<file path="config.mk">
export PLATFORM = sky130hd
export DESIGN_NAME = bile_cell
export DESIGN_NICKNAME = d
export VERILOG_FILES = /design/src/bile_pkg.sv /design/src/bile_cell.sv
export SDC_FILE = /design/constraint.sdc
export NUM_CORES = 1
export LEC_CHECK = 0
export BUFFER_PORTS_ARGS = -buffer_cell sky130_fd_sc_hd__buf_4
export CORE_MARGIN = 2
export CORE_UTILIZATION = 37
export CTS_CLUSTER_SIZE = 14
export DETAILED_ROUTE_END_ITERATION = 10
export GPL_TIMING_DRIVEN = 0
export PLACE_DENSITY_LB_ADDON = 0.08
export SYNTH_ARGS = -nofsm -noshare
export SYNTH_HDL_FRONTEND = slang
export SYNTH_SLANG_ARGS = --single-unit
</file>
<file path="constraint.sdc">
create_clock -name clk -period 3.1 [get_ports clk]
set_clock_uncertainty 0.1 [all_clocks]
set_input_delay 0.62 -clock clk [delete_from_list [all_inputs] [get_ports clk]]
set_output_delay 0.62 -clock clk [all_outputs]
set_load 0.005 [all_outputs]
</file>
<file path="src/bile_pkg.sv">
// ----------------------------------------------------------------------------
// bile_pkg: shared types and codes for the bounded integer list engine
// Command and result payloads, operation and status codes, cell control.
// ----------------------------------------------------------------------------
package bile_pkg;

	// operation codes
	localparam logic [3:0] FN_APPEND   = 4'd0;
	localparam logic [3:0] FN_PREPEND  = 4'd1;
	localparam logic [3:0] FN_REMOVE   = 4'd2;
	localparam logic [3:0] FN_RM_LAST  = 4'd3;
	localparam logic [3:0] FN_RM_FIRST = 4'd4;
	localparam logic [3:0] FN_CLEAR    = 4'd5;
	localparam logic [3:0] FN_INCLUDES = 4'd6;
	localparam logic [3:0] FN_GET      = 4'd7;
	localparam logic [3:0] FN_POP      = 4'd8;
	localparam logic [3:0] FN_FIRST    = 4'd9;
	localparam logic [3:0] FN_LAST     = 4'd10;

	// status codes
	localparam logic [1:0] ST_OK    = 2'd0;
	localparam logic [1:0] ST_RANGE = 2'd1;
	localparam logic [1:0] ST_EMPTY = 2'd2;
	localparam logic [1:0] ST_FULL  = 2'd3;

	// cell update modes
	localparam logic [1:0] MD_HOLD = 2'd0;
	localparam logic [1:0] MD_LOAD = 2'd1;
	localparam logic [1:0] MD_UP   = 2'd2;
	localparam logic [1:0] MD_DOWN = 2'd3;

	typedef struct packed {
		logic [3:0]         func;
		logic signed [31:0] item;
		logic [5:0]         index;
	} cmd_t;

	typedef struct packed {
		logic signed [31:0] value;
		logic               found;
		logic [6:0]         fill_level;
		logic [1:0]         status;
	} res_t;

	// scan token walking down the row of cells
	typedef struct packed {
		logic               vld;
		logic               del;
		logic signed [31:0] dat;
	} tok_t;

	typedef struct packed {
		logic [1:0] mode;
		logic       rm;    // close the gap after the first match
		logic       chk;   // compare against the key
		logic       rd;    // capture the target entry
		logic       live;  // position below the fill count
		logic       tgt;   // position is the read target
	} cell_ctl_t;

endpackage

</file>
<file path="src/bile_cell.sv">
// ----------------------------------------------------------------------------
// bile_cell: one list position
// Holds one entry, shifts with its neighbors and processes the scan token.
// ----------------------------------------------------------------------------
module bile_cell (
	input  logic                clk,
	input  logic                arst_n,
	input  bile_pkg::cell_ctl_t ctl,
	input  logic signed [31:0]  item,
	input  logic signed [31:0]  key,
	input  logic signed [31:0]  left,
	input  logic signed [31:0]  right,
	input  bile_pkg::tok_t      tok_in,
	output logic signed [31:0]  entry,
	output bile_pkg::tok_t      tok_out
);
	import bile_pkg::*;

	logic signed [31:0] entry_q;
	tok_t               tok_q;
	logic               hit;
	logic               del;

	assign hit   = tok_q.vld && ctl.live && ctl.chk && (entry_q == key);
	assign del   = tok_q.del || hit;
	assign entry = entry_q;

	always_comb begin
		tok_out     = tok_q;
		tok_out.del = del;
		tok_out.dat = (tok_q.vld && ctl.rd && ctl.tgt) ? entry_q : tok_q.dat;
	end

	always_ff @(posedge clk or negedge arst_n) begin
		if (!arst_n) begin
			tok_q <= '0;
		end else begin
			tok_q <= tok_in;
		end
	end

	always_ff @(posedge clk) begin
		unique case (ctl.mode)
			MD_LOAD: entry_q <= item;
			MD_UP:   entry_q <= left;
			MD_DOWN: entry_q <= right;
			MD_HOLD: begin
				// gap closes as the token passes the match and everything after it
				if (tok_q.vld && ctl.rm && del) entry_q <= right;
			end
		endcase
	end

endmodule

</file>
==> flow_summary.yaml <==
place:
  hpwl_mm: 8.877
  finalWeightedCongestion: 0.8620
  portBuffers: 236
layout:
  layout-drive-gt1-share_pct: 54.79
  diodes: 0
  area_growth_pct: 65.84
  fin_nets: 691
sta:
  rsz0062_at_grt: "false"
  relSlewSlack_pct: 59.24
  period_needed_ns: 2.931
  tightest_slew_ns: 0.6113
  hold_viol: 0
  tns_ns: 0
  worst_hold_slack_ns: 0.1425
  post-route-period-util_pct: 94.55
  maxSlewViolCount: 0
  setup_viol: 0
  fmax_mhz: 341.2
clocking:
  cts_tree: "yes"
  cts-root-buf: "clkbuf_8"
  holdBufCountCts: 0
  h-tree-depth: 3
  clock_latency_ns: 0.33
  numCtsBuffers: 9
  cts.sinks: 66
  cts_resized: 0
  clk_pin_slew_ns: 0.08
  cts_buffer_depth: 2
  post-cts-setup-buffers: 0
synth:
  synth_area_per_cell_um2: 12.00
  synth_edf_count: 32
  ys_top_cells_by_area: "edfxtp_1, dfrtp_1, mux2_2"
  postSynthCellCount: 268
  syn_area_um2: 3216
  synth_seq_area_share_pct: 56.34
  synthTopCellsByCount: "dfrtp_1, nand2_1, a22oi_1, edfxtp_1, o21ai_0"
  yosys_warnings: 0
  synth_flop_cell: "dfrtp_1"
  synth_cell_types: 22
  yosysMostFrequentCell: "dfrtp_1"
  synth.net_count: 442
  synth_top_area_cell: "edfxtp_1"
  ys_ff_latch: 66
  async_flop_share_pct: 51.52
  synth_top_area_share_pct: 29.88
worst_setup_path:
  cp_slowest_cell: "or4_4"
  critical_path.most_common_cell: "buf_4"
  worst-setup-path-type: "reg -> out"
  slowest_delay_ns: 0.60
  cp-end-kind: "primary output"
  path_cells: "xnor2_1, nand4_1, or4_4, o21bai_1, buf_4, buf_4"
  critical_path_required_ns: 2.38
  cp.arrival_ns: 2.21
  critPathBufInv: 2
  path_delay_family: "simple AND/OR/NAND/NOR gates"
  worst-path-max-fanout: 3
  critPathLaunchType: "register"
detailed_routing:
  routed_wl_mm: 11.18
  route.detailed.drc: 0
  ant_nets: 0
  dr_total_vias: 3083
  dr.first_iter.drc_count: 88
  viasPerCell: 4.894
  post_drt_wl_per_cell_um: 17.74
  dr.pass1.iters: 4
global_route:
  busiest_layer: "met2"
  overflow: 0
  grt_first_pass_wirelength_mm: 17.03
  grtUsageMet1_pct: 28.36
  grt_max_degree: 35
  grt_pass1_vias: 3232
  gr-usage-met3_pct: 5.971
  grt_util_met2_pct: 40.12
  antenna_found_initial: 0
  track_usage_pct: 23.33
worst_hold_path:
  hold_class: "in -> async"
die:
  die_h_um: 97.23
  initial_core_util_pct: 37.42
  dieArea_um2: 9453
  rows: 34
  core_um2: 8593
  die_w_um: 97.23
  io_pins: 237
run_status:
  run_status: "completed"
job:
  cap_viol_max_count: 0
power_and_ir_drop:
  p_leak_nw: 2.441
  p_per_area_nw_per_um2: 422.2
  ir_worst_vdd_mv: 0.2304
## sequential cells by signal, indices dropped and copies added (netlist names)
name,flops
tok_out,1
entry,32
tok_q,33
## metal layers
| layer | part of all wire (%) | vias up |
|---|---|---|
| met1 | 38 | 1442 |
| met2 | 51 | 147 |
| met3 | 8.4 | 18 |
| met4 | 2.4 | 0 |
| met5 | 0 | - |
| li1 | - | 1476 |
## worst paths after layout
| path | cells past startpoint | endpoint | slack, ns | startpoint |
|---|---|---|---|---|
| hold / removal | 1 | tok_q[2] | 0.14 | arst_n |
| setup / recovery | 6 | tok_out[32] | 0.17 | entry[4] |
| hold reg to reg | 2 | entry[17] | 0.65 | tok_q[32] |
| max in group asynchronous | 1 | tok_q[4] | 2.40 | arst_n |
| min in group clk | 1 | tok_q[8] | 0.29 | tok_in[8] |
| setup reg to reg | 5 | entry[5] | 0.45 | entry[4] |
## through the flow
| stage | util [%] | cells | area, um2 | setup WS (ns) | power (mW) |
|---|---|---|---|---|---|
| final | 62.06 | 630 | 5333 | 0.1689 | 2.251 |
| after global routing | 62.06 | 630 | 5333 | 0.01893 | 2.361 |
| after CTS | 62.06 | 630 | 5333 | 0.1504 | 2.276 |
| after detailed placement | 60.06 | 614 | 5161 | 0.1636 | 1.646 |
| after global placement | 59.71 | 612 | 5131 | -0.5995 | 1.629 |
| after floorplan | - | 268 | 3224 | 0.2466 | 1.262 |
## final cells by class
| class | instances | area [um2] |
|---|---|---|
| fillers | 766 | 3261 |
| plain buffers | 18 | 78.83 |
| clock buffers | 11 | 141.4 |
| flip-flops and latches | 66 | 1812 |
| well taps | 108 | 135.1 |
| clock inverters | 5 | 30.03 |
| repair buffers | 238 | 1802 |
| inverters | 4 | 15.01 |
| multi-input cells | 180 | 1319 |
## power by group
part           switching (mW)  internal [mW]
clock                   0.322          0.308
combinational           0.212          0.342
sequential             0.0598           1.01
total                   0.594           1.66
## cells in the final DEF, fill, tap and decap left out, drive strengths merged
master    Yosys  final
ha            3      3
xor2          8      8
o21ai        32     32
or4           1      1
nand2        33     33
clkinv        0      3
a31oi         1      1
xnor2        24     24
inv           4      4
nand3         3      3
edfxtp       32     32
dfrtp        34     34
o21bai        1      1
nand4         6      6
mux2         32     32
buf           5    243
clkbuf       13     24
nor4          2      2
clkinvlp      0      2
nor3          1      1
a22oi        32     32
o31ai         1      1
## cells by family after synthesis
group,share of synthesized area (%)
compound gates,13.27
xor+xnor,8.716
fa+ha+maj,1.167
buf+inv,2.918
flops,56.34
mux,11.21
simple gates,6.381
No activity file was read; power rests on OpenSTA's default activity.
